### src/hw/rtl/ple_pkg.sv
`default_nettype none
package ple_pkg;
    localparam int Capacity  = 16;
    localparam int DataWidth = 32;
    localparam int IdxW      = $clog2(Capacity);
    localparam int CntW      = $clog2(Capacity + 1);

    typedef enum logic [3:0] {
        REQ_INS_FRONT = 4'd0, REQ_INS_BACK = 4'd1, REQ_INS_AT = 4'd2,
        REQ_DEL_FRONT = 4'd3, REQ_DEL_BACK = 4'd4, REQ_DEL_AT = 4'd5,
        REQ_DEL_VALUE = 4'd6, REQ_RD_FRONT = 4'd7, REQ_RD_BACK = 4'd8,
        REQ_RD_AT = 4'd9, REQ_FIND = 4'd10, REQ_EXISTS = 4'd11,
        REQ_CLEAR = 4'd12, REQ_NOP13 = 4'd13, REQ_NOP14 = 4'd14, REQ_NOP15 = 4'd15
    } req_t;

    typedef enum logic [1:0] {
        ST_OK = 2'd0, ST_FULL = 2'd1, ST_BADPOS = 2'd2, ST_NOTFOUND = 2'd3
    } status_t;

    // controller -> datapath
    typedef struct packed {
        logic load;       // capture request
        logic rd_en;      // read store at rd_addr
        logic [IdxW-1:0] rd_addr;
        logic wr_en;
        logic [IdxW-1:0] wr_addr;
        logic wr_sel_val; // write request value instead of read data
        logic cmp_en;     // compare read data with request value
        logic cnt_inc;
        logic cnt_dec;
        logic cnt_clr;
        logic cap_read;   // latch read data as result
    } cmd_t;

    // datapath -> controller
    typedef struct packed {
        logic [CntW-1:0] count;
        logic match;      // registered read data equals value
    } sts_t;
endpackage
`default_nettype wire

### src/hw/rtl/ple_datapath.sv
`default_nettype none
module ple_datapath
    import ple_pkg::*;
(
    input  wire logic                 aclk,
    input  wire logic                 aresetn,
    input  wire cmd_t                 cmd,
    input  wire logic [DataWidth-1:0] req_value,
    output sts_t                      sts,
    output logic [DataWidth-1:0]      rd_value
);
    logic [DataWidth-1:0] mem [Capacity];
    logic [DataWidth-1:0] val_reg;
    logic [DataWidth-1:0] rdata_reg;
    logic [DataWidth-1:0] res_reg;
    logic [CntW-1:0]      count_reg;
    logic [CntW-1:0]      count_next;

    always_ff @(posedge aclk) begin
        if (cmd.load) val_reg <= req_value;
        if (cmd.rd_en) rdata_reg <= mem[cmd.rd_addr];
        if (cmd.wr_en) mem[cmd.wr_addr] <= cmd.wr_sel_val ? val_reg : rdata_reg;
        if (cmd.cap_read) res_reg <= rdata_reg;
    end

    always_comb begin
        count_next = count_reg;
        if (cmd.cnt_clr) count_next = '0;
        else if (cmd.cnt_inc) count_next = count_reg + 1'b1;
        else if (cmd.cnt_dec) count_next = count_reg - 1'b1;
    end

    always_ff @(posedge aclk) begin
        if (!aresetn) count_reg <= '0;
        else count_reg <= count_next;
    end

    assign sts.count = count_reg;
    assign sts.match = cmd.cmp_en && (rdata_reg == val_reg);
    assign rd_value  = res_reg;

`ifndef SYNTHESIS
    a_cnt_range: assert property (@(posedge aclk) disable iff (!aresetn)
        count_reg <= CntW'(Capacity)) else $error("count above capacity");
    a_inc_full: assert property (@(posedge aclk) disable iff (!aresetn)
        cmd.cnt_inc |-> count_reg < CntW'(Capacity)) else $error("inc when full");
    a_dec_empty: assert property (@(posedge aclk) disable iff (!aresetn)
        cmd.cnt_dec |-> count_reg != '0) else $error("dec when empty");
`endif
endmodule
`default_nettype wire

### src/hw/rtl/ple_ctrl.sv
`default_nettype none
module ple_ctrl
    import ple_pkg::*;
(
    input  wire logic            aclk,
    input  wire logic            aresetn,
    input  wire logic            in_valid,
    output logic                 in_ready,
    input  wire logic [3:0]      in_req,
    input  wire logic [4:0]      in_pos,
    output logic                 out_valid,
    input  wire logic            out_ready,
    input  wire sts_t            sts,
    output cmd_t                 cmd,
    output logic                 rd_sel,
    output logic                 res_found,
    output logic [IdxW-1:0]      res_index,
    output logic [1:0]           res_status
);
    typedef enum logic [6:0] {
        S_IDLE  = 7'b0000001,
        S_DEC   = 7'b0000010, // decide from count and position
        S_SHUP  = 7'b0000100, // shift up: read i-1, write i
        S_SHDN  = 7'b0001000, // shift down: read i+1, write i
        S_SCAN  = 7'b0010000, // search: read i, compare next cycle
        S_RD    = 7'b0100000, // wait for the registered read data
        S_OUT   = 7'b1000000
    } state_t;

    state_t state_reg, state_next;
    req_t req_reg, req_next;
    logic [CntW-1:0] pos_reg, pos_next;    // target position
    logic [CntW-1:0] i_reg, i_next;        // walking index
    logic ph_reg, ph_next;                 // read/write phase
    logic found_reg, found_next, rd_reg, rd_next;
    logic [IdxW-1:0] idx_reg, idx_next;
    logic [1:0] st_reg, st_next;
    logic [CntW-1:0] cnt;
    logic [CntW-1:0] ipos;

    assign cnt = sts.count;
    assign ipos = CntW'(in_pos);

    always_comb begin
        state_next = state_reg; req_next = req_reg; pos_next = pos_reg;
        i_next = i_reg; ph_next = ph_reg; found_next = found_reg;
        idx_next = idx_reg; st_next = st_reg; rd_next = rd_reg;
        cmd = '0;
        in_ready = (state_reg == S_IDLE);
        out_valid = (state_reg == S_OUT);
        case (state_reg)
            S_IDLE: begin
                if (in_valid) begin
                    cmd.load = 1'b1;
                    req_next = req_t'(in_req);
                    pos_next = (CntW >= 5) ? ipos : CntW'(in_pos);
                    found_next = 1'b0; idx_next = '0; st_next = ST_OK; rd_next = 1'b0;
                    ph_next = 1'b0;
                    state_next = S_DEC;
                end
            end
            S_DEC: begin
                state_next = S_OUT;
                case (req_reg)
                    REQ_INS_FRONT, REQ_INS_BACK, REQ_INS_AT: begin
                        if (cnt >= CntW'(Capacity)) st_next = ST_FULL;
                        else if (req_reg == REQ_INS_AT && pos_reg > cnt) st_next = ST_BADPOS;
                        else begin
                            if (req_reg == REQ_INS_FRONT) pos_next = '0;
                            if (req_reg == REQ_INS_BACK) pos_next = cnt;
                            i_next = cnt; state_next = S_SHUP;
                        end
                    end
                    REQ_DEL_FRONT, REQ_DEL_BACK, REQ_DEL_AT: begin
                        if (cnt == '0) st_next = ST_BADPOS;
                        else if (req_reg == REQ_DEL_AT && pos_reg >= cnt) st_next = ST_BADPOS;
                        else begin
                            if (req_reg == REQ_DEL_FRONT) i_next = '0;
                            else if (req_reg == REQ_DEL_BACK) i_next = cnt - 1'b1;
                            else i_next = pos_reg;
                            state_next = S_SHDN;
                        end
                    end
                    REQ_DEL_VALUE, REQ_FIND, REQ_EXISTS: begin
                        if (cnt == '0) begin
                            if (req_reg == REQ_DEL_VALUE) st_next = ST_BADPOS;
                            else if (req_reg == REQ_FIND) st_next = ST_NOTFOUND;
                        end else begin
                            i_next = '0; state_next = S_SCAN;
                        end
                    end
                    REQ_RD_FRONT, REQ_RD_BACK, REQ_RD_AT: begin
                        if (cnt == '0) st_next = ST_BADPOS;
                        else if (req_reg == REQ_RD_AT && pos_reg >= cnt) st_next = ST_BADPOS;
                        else begin
                            cmd.rd_en = 1'b1;
                            if (req_reg == REQ_RD_FRONT) cmd.rd_addr = '0;
                            else if (req_reg == REQ_RD_BACK) cmd.rd_addr = IdxW'(cnt - 1'b1);
                            else cmd.rd_addr = IdxW'(pos_reg);
                            state_next = S_RD;
                        end
                    end
                    REQ_CLEAR: cmd.cnt_clr = 1'b1;
                    default: ;
                endcase
            end
            S_SHUP: begin
                if (i_reg == pos_reg) begin
                    cmd.wr_en = 1'b1; cmd.wr_addr = IdxW'(i_reg); cmd.wr_sel_val = 1'b1;
                    cmd.cnt_inc = 1'b1; state_next = S_OUT;
                end else if (!ph_reg) begin
                    cmd.rd_en = 1'b1; cmd.rd_addr = IdxW'(i_reg - 1'b1); ph_next = 1'b1;
                end else begin
                    cmd.wr_en = 1'b1; cmd.wr_addr = IdxW'(i_reg);
                    i_next = i_reg - 1'b1; ph_next = 1'b0;
                end
            end
            S_SHDN: begin
                if (i_reg + 1'b1 >= cnt) begin
                    cmd.cnt_dec = 1'b1; state_next = S_OUT;
                end else if (!ph_reg) begin
                    cmd.rd_en = 1'b1; cmd.rd_addr = IdxW'(i_reg + 1'b1); ph_next = 1'b1;
                end else begin
                    cmd.wr_en = 1'b1; cmd.wr_addr = IdxW'(i_reg);
                    i_next = i_reg + 1'b1; ph_next = 1'b0;
                end
            end
            S_SCAN: begin
                if (!ph_reg) begin
                    cmd.rd_en = 1'b1; cmd.rd_addr = IdxW'(i_reg); ph_next = 1'b1;
                end else begin
                    cmd.cmp_en = 1'b1; ph_next = 1'b0;
                    if (sts.match) begin
                        if (req_reg == REQ_DEL_VALUE) state_next = S_SHDN;
                        else begin
                            found_next = 1'b1; idx_next = IdxW'(i_reg); state_next = S_OUT;
                        end
                    end else if (i_reg + 1'b1 >= cnt) begin
                        if (req_reg != REQ_EXISTS) st_next = ST_NOTFOUND;
                        state_next = S_OUT;
                    end else i_next = i_reg + 1'b1;
                end
            end
            S_RD: begin
                cmd.cap_read = 1'b1; rd_next = 1'b1; state_next = S_OUT;
            end
            S_OUT: begin
                if (out_ready) state_next = S_IDLE;
            end
            default: state_next = S_IDLE;
        endcase
    end

    always_ff @(posedge aclk) begin
        if (!aresetn) begin
            state_reg <= S_IDLE; ph_reg <= 1'b0;
        end else begin
            state_reg <= state_next; ph_reg <= ph_next;
        end
        req_reg <= req_next; pos_reg <= pos_next; i_reg <= i_next;
        found_reg <= found_next; idx_reg <= idx_next; st_reg <= st_next; rd_reg <= rd_next;
    end

    assign rd_sel = rd_reg;
    assign res_found = found_reg;
    assign res_index = idx_reg;
    assign res_status = st_reg;

`ifndef SYNTHESIS
    a_one_hot: assert property (@(posedge aclk) disable iff (!aresetn)
        $onehot(state_reg)) else $error("state not one-hot");
    a_out_hold: assert property (@(posedge aclk) disable iff (!aresetn)
        (out_valid && !out_ready) |=> out_valid) else $error("result dropped");
    a_no_acc_busy: assert property (@(posedge aclk) disable iff (!aresetn)
        cmd.load |-> state_reg == S_IDLE) else $error("load while busy");
`endif
endmodule
`default_nettype wire

### src/hw/rtl/positional_list_engine_unit.sv
`default_nettype none
// ordered list of up to 16 32-bit words in a fixed store, one word per request
// and one result word per request. each entry moved or scanned takes a read and
// then a write or a compare, set by the single read port of the store; one
// request is in flight at a time and the next is taken once the result word
// leaves. no clearing pass: only entries below the count are ever read.
module positional_list_engine_unit
    import ple_pkg::*;
(
    input  wire logic                 aclk,
    input  wire logic                 aresetn,
    input  wire logic                 s_valid,
    output logic                      s_ready,
    input  wire logic [3:0]           s_req_type,
    input  wire logic [4:0]           s_position,
    input  wire logic [31:0]          s_item_value,
    output logic                      m_valid,
    input  wire logic                 m_ready,
    output logic [31:0]               m_read_value,
    output logic                      m_found,
    output logic [3:0]                m_found_index,
    output logic [4:0]                m_element_count,
    output logic                      m_is_empty,
    output logic                      m_is_full,
    output logic [1:0]                m_status
);
    cmd_t cmd;
    sts_t sts;
    logic rd_sel;
    logic [DataWidth-1:0] rd_value;
    logic [IdxW-1:0] res_index;

    // sequencer: decides, walks the shift or scan, holds the result word
    ple_ctrl u_ctrl (
        .aclk, .aresetn,
        .in_valid(s_valid), .in_ready(s_ready),
        .in_req(s_req_type), .in_pos(s_position),
        .out_valid(m_valid), .out_ready(m_ready),
        .sts, .cmd, .rd_sel,
        .res_found(m_found), .res_index, .res_status(m_status)
    );

    // store, count and comparator
    ple_datapath u_dp (
        .aclk, .aresetn, .cmd,
        .req_value(DataWidth'(s_item_value)),
        .sts, .rd_value
    );

    assign m_read_value    = rd_sel ? 32'(rd_value) : 32'd0;
    assign m_found_index   = 4'(res_index);
    assign m_element_count = 5'(sts.count);
    assign m_is_empty      = (sts.count == '0);
    assign m_is_full       = (sts.count >= CntW'(Capacity));
endmodule
`default_nettype wire
### config.mk
export PLATFORM = sky130hd
export DESIGN_NAME = positional_list_engine_unit
export DESIGN_NICKNAME = d
export VERILOG_FILES = /design/src/hw/rtl/ple_pkg.sv /design/src/hw/rtl/ple_datapath.sv /design/src/hw/rtl/ple_ctrl.sv /design/src/hw/rtl/positional_list_engine_unit.sv
export SDC_FILE = /design/constraint.sdc
export NUM_CORES = 1
export LEC_CHECK = 0
export ABC_AREA = 1
export ABC_CLOCK_PERIOD_IN_PS = 6200
export BUFFER_PORTS_ARGS = -buffer_cell sky130_fd_sc_hd__buf_2
export CAP_MARGIN = 20
export CORE_MARGIN = 3
export CORE_UTILIZATION = 50
export DETAILED_ROUTE_END_ITERATION = 6
export PLACE_DENSITY_LB_ADDON = 0.08
export SYNTH_ARGS = -nofsm -noshare
export SYNTH_HDL_FRONTEND = slang
export SYNTH_SLANG_ARGS = --single-unit
### constraint.sdc
create_clock -name aclk -period 6.2 [get_ports aclk]
set_input_delay 0.31 -clock aclk [delete_from_list [all_inputs] [get_ports aclk]]
set_output_delay 0.31 -clock aclk [all_outputs]
set_load 0.005 [all_outputs]
==> results of run 1 <==
placed cells by master, fill, tap and decap left out, drive strengths merged, types with 5 or more instances in the layout:
cell type	Yosys	layout
nand4	275	275
clkinv	2	27
o21ai	39	39
dlygate4sd3	0	41
nand2	501	501
edfxtp	630	630
nand3	496	496
nor3	18	18
o22ai	5	5
ha	15	15
or2	8	8
inv	644	648
buf	118	154
xnor2	6	6
a211oi	5	5
a21oi	21	21
xor2	18	18
dfxtp	13	13
nor2	96	96
clkbuf	53	94
kinds of logic (layout without fill, tap and decap cells):
kind of cell,count (synthesis),after routing
XOR/XNOR,24,24
flip-flops,643,643
adder cells (fa/ha/maj),15,15
buffers and inverters,817,968
AND/OR/NAND/NOR,1404,1404
AO/OA/AOI/OAI,86,86
power breakdown:
| part | switching (mW) | leakage (nW) | internal [mW] |
|---|---|---|---|
| Sequential | 0.0363 | 5.80 | 4.75 |
| Clock | 1.71 | 1.10 | 2.39 |
| Combinational | 0.141 | 7.54 | 0.0847 |
worst reg2reg max path: stages (launching register included):
cell and delay (ns):
edfxtp_1 0.52, inv_1 0.35, ha_1 0.37, ha_1 0.31
nand2_1 0.06, nor3_1 0.04, nor2_1 0.14, nand2_1 0.13
inv_1 0.14, nand2_1 0.09, o22ai_1 0.32, inv_1 0.20
nor3_1 0.30, nand2_1 0.33, nor2_4 0.67, buf_4 0.42
through the flow:
stage	util, %	power, mW	std cells
finish	57.6	9.12	3913
global route	57.6	9.34	3913
CTS	57.6	9.16	3910
detailed placement	53.1	5.08	3743
global placement	52.9	5.08	3737
floorplan	-	4.99	2989
layout make-up:
type | count | share of cell area (%)
clock buffers | 93 | 5.75
clock inverters | 33 | 0.766
inverters | 646 | 7.10
multi-input cells | 1529 | 23.0
flip-flops and latches | 643 | 56.2
well taps | 773 | 2.83
repair buffers | 196 | 4.41
routing by layer:
layer  track usage (%)  vias to the layer above  part of all wire, %
met2              42.0                     1116                   44
li1                  -                    10300                    -
met1              40.0                    10700                   44
met4              8.35                        2                  2.7
met3              5.08                      161                  9.2
met5                 0                        -                0.015
path summary, 6_finish.rpt:
check / slack (ns) / cells past startpoint / end / from
max: 1.45 / 15 / u_dp.mem[14][19] / u_ctrl.i_reg[0]
min: 0.04 / 3 / u_ctrl.pos_reg[4] / s_position[4]
max reg2reg: 1.45 / 15 / u_dp.mem[14][19] / u_ctrl.i_reg[0]
min reg2reg: 0.49 / 0 / u_dp.rd_value[1] / u_dp.rdata_reg[1]
==> metrics.cfg, run 1 <==
[setup_path]
cp_slowest_cell=nor2_4
crit_path_end_kind=register
worst_setup_path_start_kind=register
path_buf_inv=4
critPathKind=reg2reg
crit_top_cell=nand2_1
critPathArrivalTime_ns=5.02
cp_max_fo=17
path_cells=inv_1, ha_1, ha_1, nand2_1, nor3_1, nor2_1, nand2_1, inv_1, nand2_1, o22ai_1, inv_1, nor3_1, nand2_1, nor2_4, buf_4
crit_family=simple AND/OR/NAND/NOR gates
max_stage_delay_ns=0.67
crit_required_ns=6.47

[pwr]
p_leak_nw=14.4
peakVddDrop_v=0.000224
power_density_nw_per_um2=267

[yosys]
synth-simple-area-share_pct=22.4
synth.net_count=3049
synth_area_um2=30100
yosys.area.top_type=edfxtp_1
yosysMostFrequentCell=edfxtp_1
ys_seq_area_share_pct=63.8
ys_types=40
synth_edf_count=630
synth_ff_type=edfxtp_1
synth.area.top_cells=edfxtp_1 (63%), nand3_1 (8.1%), inv_1 (7.9%), nand2_1 (6.2%), nand4_1 (5.7%)
synth_top_area_share_pct=62.9
ys_async_sr_fraction_pct=0
synth-compound-area-share_pct=1.66
synth_common_cells=edfxtp_1 (630), inv_1 (629), nand2_1 (495)
syn_inst=2989
syn_avg_cell_area_um2=10.1
muxShareOfSynthArea_pct=0
synth-warning-count=0
ys_seq_elements=643
synthAdderAreaFrac_pct=0.624
synth-xor-area-share_pct=0.699
synth_top_family_by_area=simple AND/OR/NAND/NOR gates

[final_layout]
num_antenna_cells=0
largest_reg_flops=512
syn2layout_area_growth_pct=13.6
final_area_um2=34100
final_nets=3147
ff_latch_area_um2=19200
fillers=5045
multi_input_area_um2=7840
largest_register=u_dp.mem
drive_gt1_share_pct=10.2

[global_routing]
grt-ovfl-total=0
grt_pass1_vias=20800
grt_pass1_wl_um=130000
grt.total_usage_pct=27.4
grt_max_degree=182
antenna_found_initial=3

[clock_network]
post-cts-setup-buffers=0
cts.clk_slew.worst_paths_ns=0.06
cts-root-buf=clkbuf_16
post_cts_resized=0
cts_buffer_depth=3
cts-htree-levels=3
insertion_delay_ns=0.62
cts_sinks=643
cts_buffers=71
hold_buffers=41
tritoncts=done

[sta]
tns_ns=0
fin_ws_ns=1.45
fin_crit_sh_pct=76.5
max_freq_mhz=211
tightest_slew_ns=1.10
finalHoldViolations=0
timing.hold.ws_ns=0.0431
skew_ns=0.0278
final_max_slew_viol_count=0
setup_viol=0
rsz0062_at_grt=false
worst_slew_margin_rel_pct=26.5
finalCriticalPeriod_ns=4.75

[floorplanning]
initial_utilization_pct=50.7
ios=93
rows=89
die_w_um=251
die-area_um2=63100
coreArea_um2=59200
die_y_um=251

[drt]
avgRoutedWirePerCell_um=22.3
routed_wl_um=87400
via_count=22300
routed_via_density=5.69
drcViolationCount=0
drt_iter0_markers=2406
ant_nets=0
dr.pass1.iters=6

[placement]
hpwl_um=52200
io_buffers=92
post-place-ws_ns=1.61
gp_congestion=0.947
placed_cell_area_um2=31500

[flow_run]
drv_cap=0

[min_path]
hp-class=in2reg

[status]
outcome=completed

No activity file was read; power rests on OpenSTA's default activity.
==> run 2: changes to the inputs <==
--- a/config.mk
+++ b/config.mk
@@ -6,7 +6,7 @@
 export NUM_CORES = 1
 export LEC_CHECK = 0
 export ABC_AREA = 1
-export ABC_CLOCK_PERIOD_IN_PS = 6200
+export ABC_CLOCK_PERIOD_IN_PS = 4200
 export BUFFER_PORTS_ARGS = -buffer_cell sky130_fd_sc_hd__buf_2
 export CAP_MARGIN = 20
 export CORE_MARGIN = 3
==> constraint.sdc (replaced) <==
create_clock -name aclk -period 4.2 [get_ports aclk]
set_input_delay 0.21 -clock aclk [delete_from_list [all_inputs] [get_ports aclk]]
set_output_delay 0.21 -clock aclk [all_outputs]
set_load 0.005 [all_outputs]
==> run 2 against run 1 <==
  * Register-to-register slack worse by 1.2 ns
  * Sequential share of layout area is 0.92 points lower
  * Largest power group unchanged
  * Clock skew increased by 0.0053 ns
  * Count of clock-buffer cells in the layout shrank 14
  * Die area unchanged
  * Total power increased by 45%
  * Clock power grew 42%
  * Largest cell class unchanged
  * Combinational power is 47% higher
==> metrics.cfg, run 2 (synthesis results as in run 1) <==
[sta]
final_max_slew_viol_count=0  ; unchanged
timing.hold.ws_ns=0.319  ; +0.276 ns
finalCriticalPeriod_ns=3.91  ; -0.834 ns
tightest_slew_ns=1.05  ; -0.0495 ns
tns_ns=0  ; unchanged
finalHoldViolations=0  ; unchanged
max_freq_mhz=256  ; +21%
fin_ws_ns=0.288  ; -1.17 ns
worst_slew_margin_rel_pct=29.8  ; +3.3 points
rsz0062_at_grt=false
fin_crit_sh_pct=93.1  ; +17 points
skew_ns=0.0331  ; +0.00529 ns
setup_viol=0  ; unchanged

[min_path]
hp-class=in2reg
min_to=u_dp.val_reg[3]
hold_depth=2  ; -1
hp-start=s_item_value[3]

[clock_network]
tritoncts=done
hold_buffers=44  ; +7.3%
cts.clk_slew.worst_paths_ns=0.06  ; about the same
post-cts-setup-buffers=0  ; unchanged
cts_buffers=71  ; unchanged
cts_sinks=643  ; unchanged
cts-root-buf=clkbuf_16
post_cts_resized=0  ; unchanged
insertion_delay_ns=0.61  ; about the same
cts_buffer_depth=3  ; unchanged
cts-htree-levels=3  ; unchanged

[global_routing]
antenna_found_initial=2  ; -1
grt-ovfl-total=0  ; unchanged
grt.total_usage_pct=27.2  ; -0.16 points
grt_pass1_wl_um=130000  ; -0.20%
grt_max_degree=96  ; -47%
grt_pass1_vias=21000  ; +1.1%

[floorplanning]
ios=93  ; unchanged
die_w_um=251  ; unchanged
die-area_um2=63100  ; unchanged
rows=89  ; unchanged
die_y_um=251  ; unchanged
initial_utilization_pct=50.7  ; unchanged
coreArea_um2=59200  ; unchanged

[placement]
gp_congestion=0.996  ; +5.2%
hpwl_um=53600  ; +2.6%
io_buffers=92  ; unchanged
post-place-ws_ns=0.350  ; -1.26 ns

[drt]
routed_wl_um=86500  ; -0.98%
routed_via_density=5.63  ; -0.99%
dr.pass1.iters=5  ; -1
avgRoutedWirePerCell_um=21.9  ; -2.1%
drcViolationCount=0  ; unchanged
via_count=22300  ; +0.15%
ant_nets=0  ; unchanged
drt_iter0_markers=2367  ; -1.6%

[setup_path]
crit_family=simple AND/OR/NAND/NOR gates
cp_slowest_cell=edfxtp_1
worst_setup_path_start_kind=register
path_cells=ha_1, nand3_1, xor2_1, ha_1, nand2_1, inv_1, nand2_1, nand2_1, nor2_1, nand2_1, inv_1, nand2_1, o22ai_1, inv_1, nor3_1, nand2_1, nor2_4, buf_4
crit_top_cell=nand2_1
r2r_cells=18  ; +3
critPathKind=reg2reg
r2r-start=u_ctrl.i_reg[1]
path_buf_inv=4  ; unchanged
max_stage_delay_ns=0.47  ; -0.20 ns
reg2reg_setup_slack_ns=0.29  ; -1.17 ns
crit_required_ns=4.50  ; -1.97 ns
critPathArrivalTime_ns=4.21  ; -0.81 ns
crit_path_end_kind=register
cp_max_fo=11  ; -6
r2r_end=u_dp.mem[14][24]

[pwr]
p_leak_nw=14.7  ; +1.9%
peakVddDrop_v=0.000311  ; +39%
power_density_nw_per_um2=382  ; +43%
p_total_mw=13.2  ; +45%

[final_layout]
most-common-layout-cells=edfxtp_1 (630), inv_1 (629), nand2_1 (494)
largest_register=u_dp.mem
drive_gt1_share_pct=11.3  ; +1.1 points
syn2layout_area_growth_pct=15.5
fillers=5017  ; -0.56%
final_common_cell=edfxtp_1
final_nets=3189  ; +1.3%
post-route-util_pct=58.6  ; +0.96 points
largest_reg_flops=512  ; unchanged

[status]
outcome=completed

[flow_run]
drv_cap=0  ; unchanged

## run 2: cell count changes in the layout (fill, tap and decap cells not counted), moves of 2 or more
| cell | previous run | this run |
|---|---|---|
| buf_4 | 49 | 65 |
| clkbuf_1 | 16 | 5 |
| clkinv_4 | 0 | 2 |
| buf_12 | 13 | 36 |
| dlygate4sd3_1 | 41 | 44 |
| nand3_2 | 4 | 6 |
| o21ai_0 | 34 | 36 |
| bufinv_16 | 4 | 2 |
| nand3_4 | 3 | 1 |
| clkbuf_8 | 2 | 0 |
| clkinvlp_4 | 0 | 4 |
| clkinv_1 | 15 | 26 |
| clkinv_2 | 12 | 14 |
## run 2: worst reg2reg max path, cell delays in order, from the launching register on
cell and delay [ns]:
edfxtp_1 0.47, ha_1 0.25, nand3_1 0.13, xor2_1 0.21, ha_1 0.29, nand2_1 0.09
inv_1 0.05, nand2_1 0.07, nand2_1 0.05, nor2_1 0.14, nand2_1 0.12, inv_1 0.14
nand2_1 0.09, o22ai_1 0.32, inv_1 0.13, nor3_1 0.22, nand2_1 0.34, nor2_4 0.27
buf_4 0.23
## run 2: final cells by class
cell class	instances	area [µm²]	area share, %
tap	773	967	2.79
inverter	646	2420	6.99
sequential	643	19200	55.3
timing repair buffer	238	2140	6.16
multi-input combinational	1529	7830	22.6
antenna	1	2.50	0.00721
clock buffer	79	1870	5.39
clock inverter	49	302	0.869
## run 2: worst max-delay path by stage
| stage | slack (ns) | cells past startpoint | from | end |
|---|---|---|---|---|
| floorplan | -0.03 | 17 | u_ctrl.i_reg[0] | u_dp.mem[15][0] |
| global placement | 0.39 | 18 | u_ctrl.i_reg[1] | u_dp.mem[14][23] |
| detailed placement | 0.35 | 18 | u_ctrl.i_reg[1] | u_dp.mem[14][24] |
| CTS | 0.33 | 18 | u_ctrl.i_reg[1] | u_dp.mem[13][10] |
| global route | 0.05 | 18 | u_ctrl.i_reg[1] | u_dp.mem[14][26] |
| finish | 0.29 | 18 | u_ctrl.i_reg[1] | u_dp.mem[14][24] |
## run 2: metal layers
layer / vias up / track usage (%) / part of all wire, %
li1: 10400 / - / -
met5: - / 0 / 0
met3: 142 / 4.19 / 8.3
met2: 1029 / 41.4 / 45
met4: 0 / 7.77 / 2.5
met1: 10700 / 40.9 / 44
## run 2: stage by stage
stage / instance area [µm²] / std cells
2_1_floorplan: 30100 / 2989
3_3_place_gp: 32100 / 3783
3_5_place_dp: 32100 / 3783
4_1_cts: 34700 / 3955
5_1_grt: 34700 / 3957
6_report: 34700 / 3958
## run 2: power by group
part / internal, mW / switching (mW) / total [mW]
logic: 0.128 / 0.205 / 0.333
clock network: 3.33 / 2.52 / 5.84
registers: 7.01 / 0.0544 / 7.07
total: 10.5 / 2.78 / 13.2
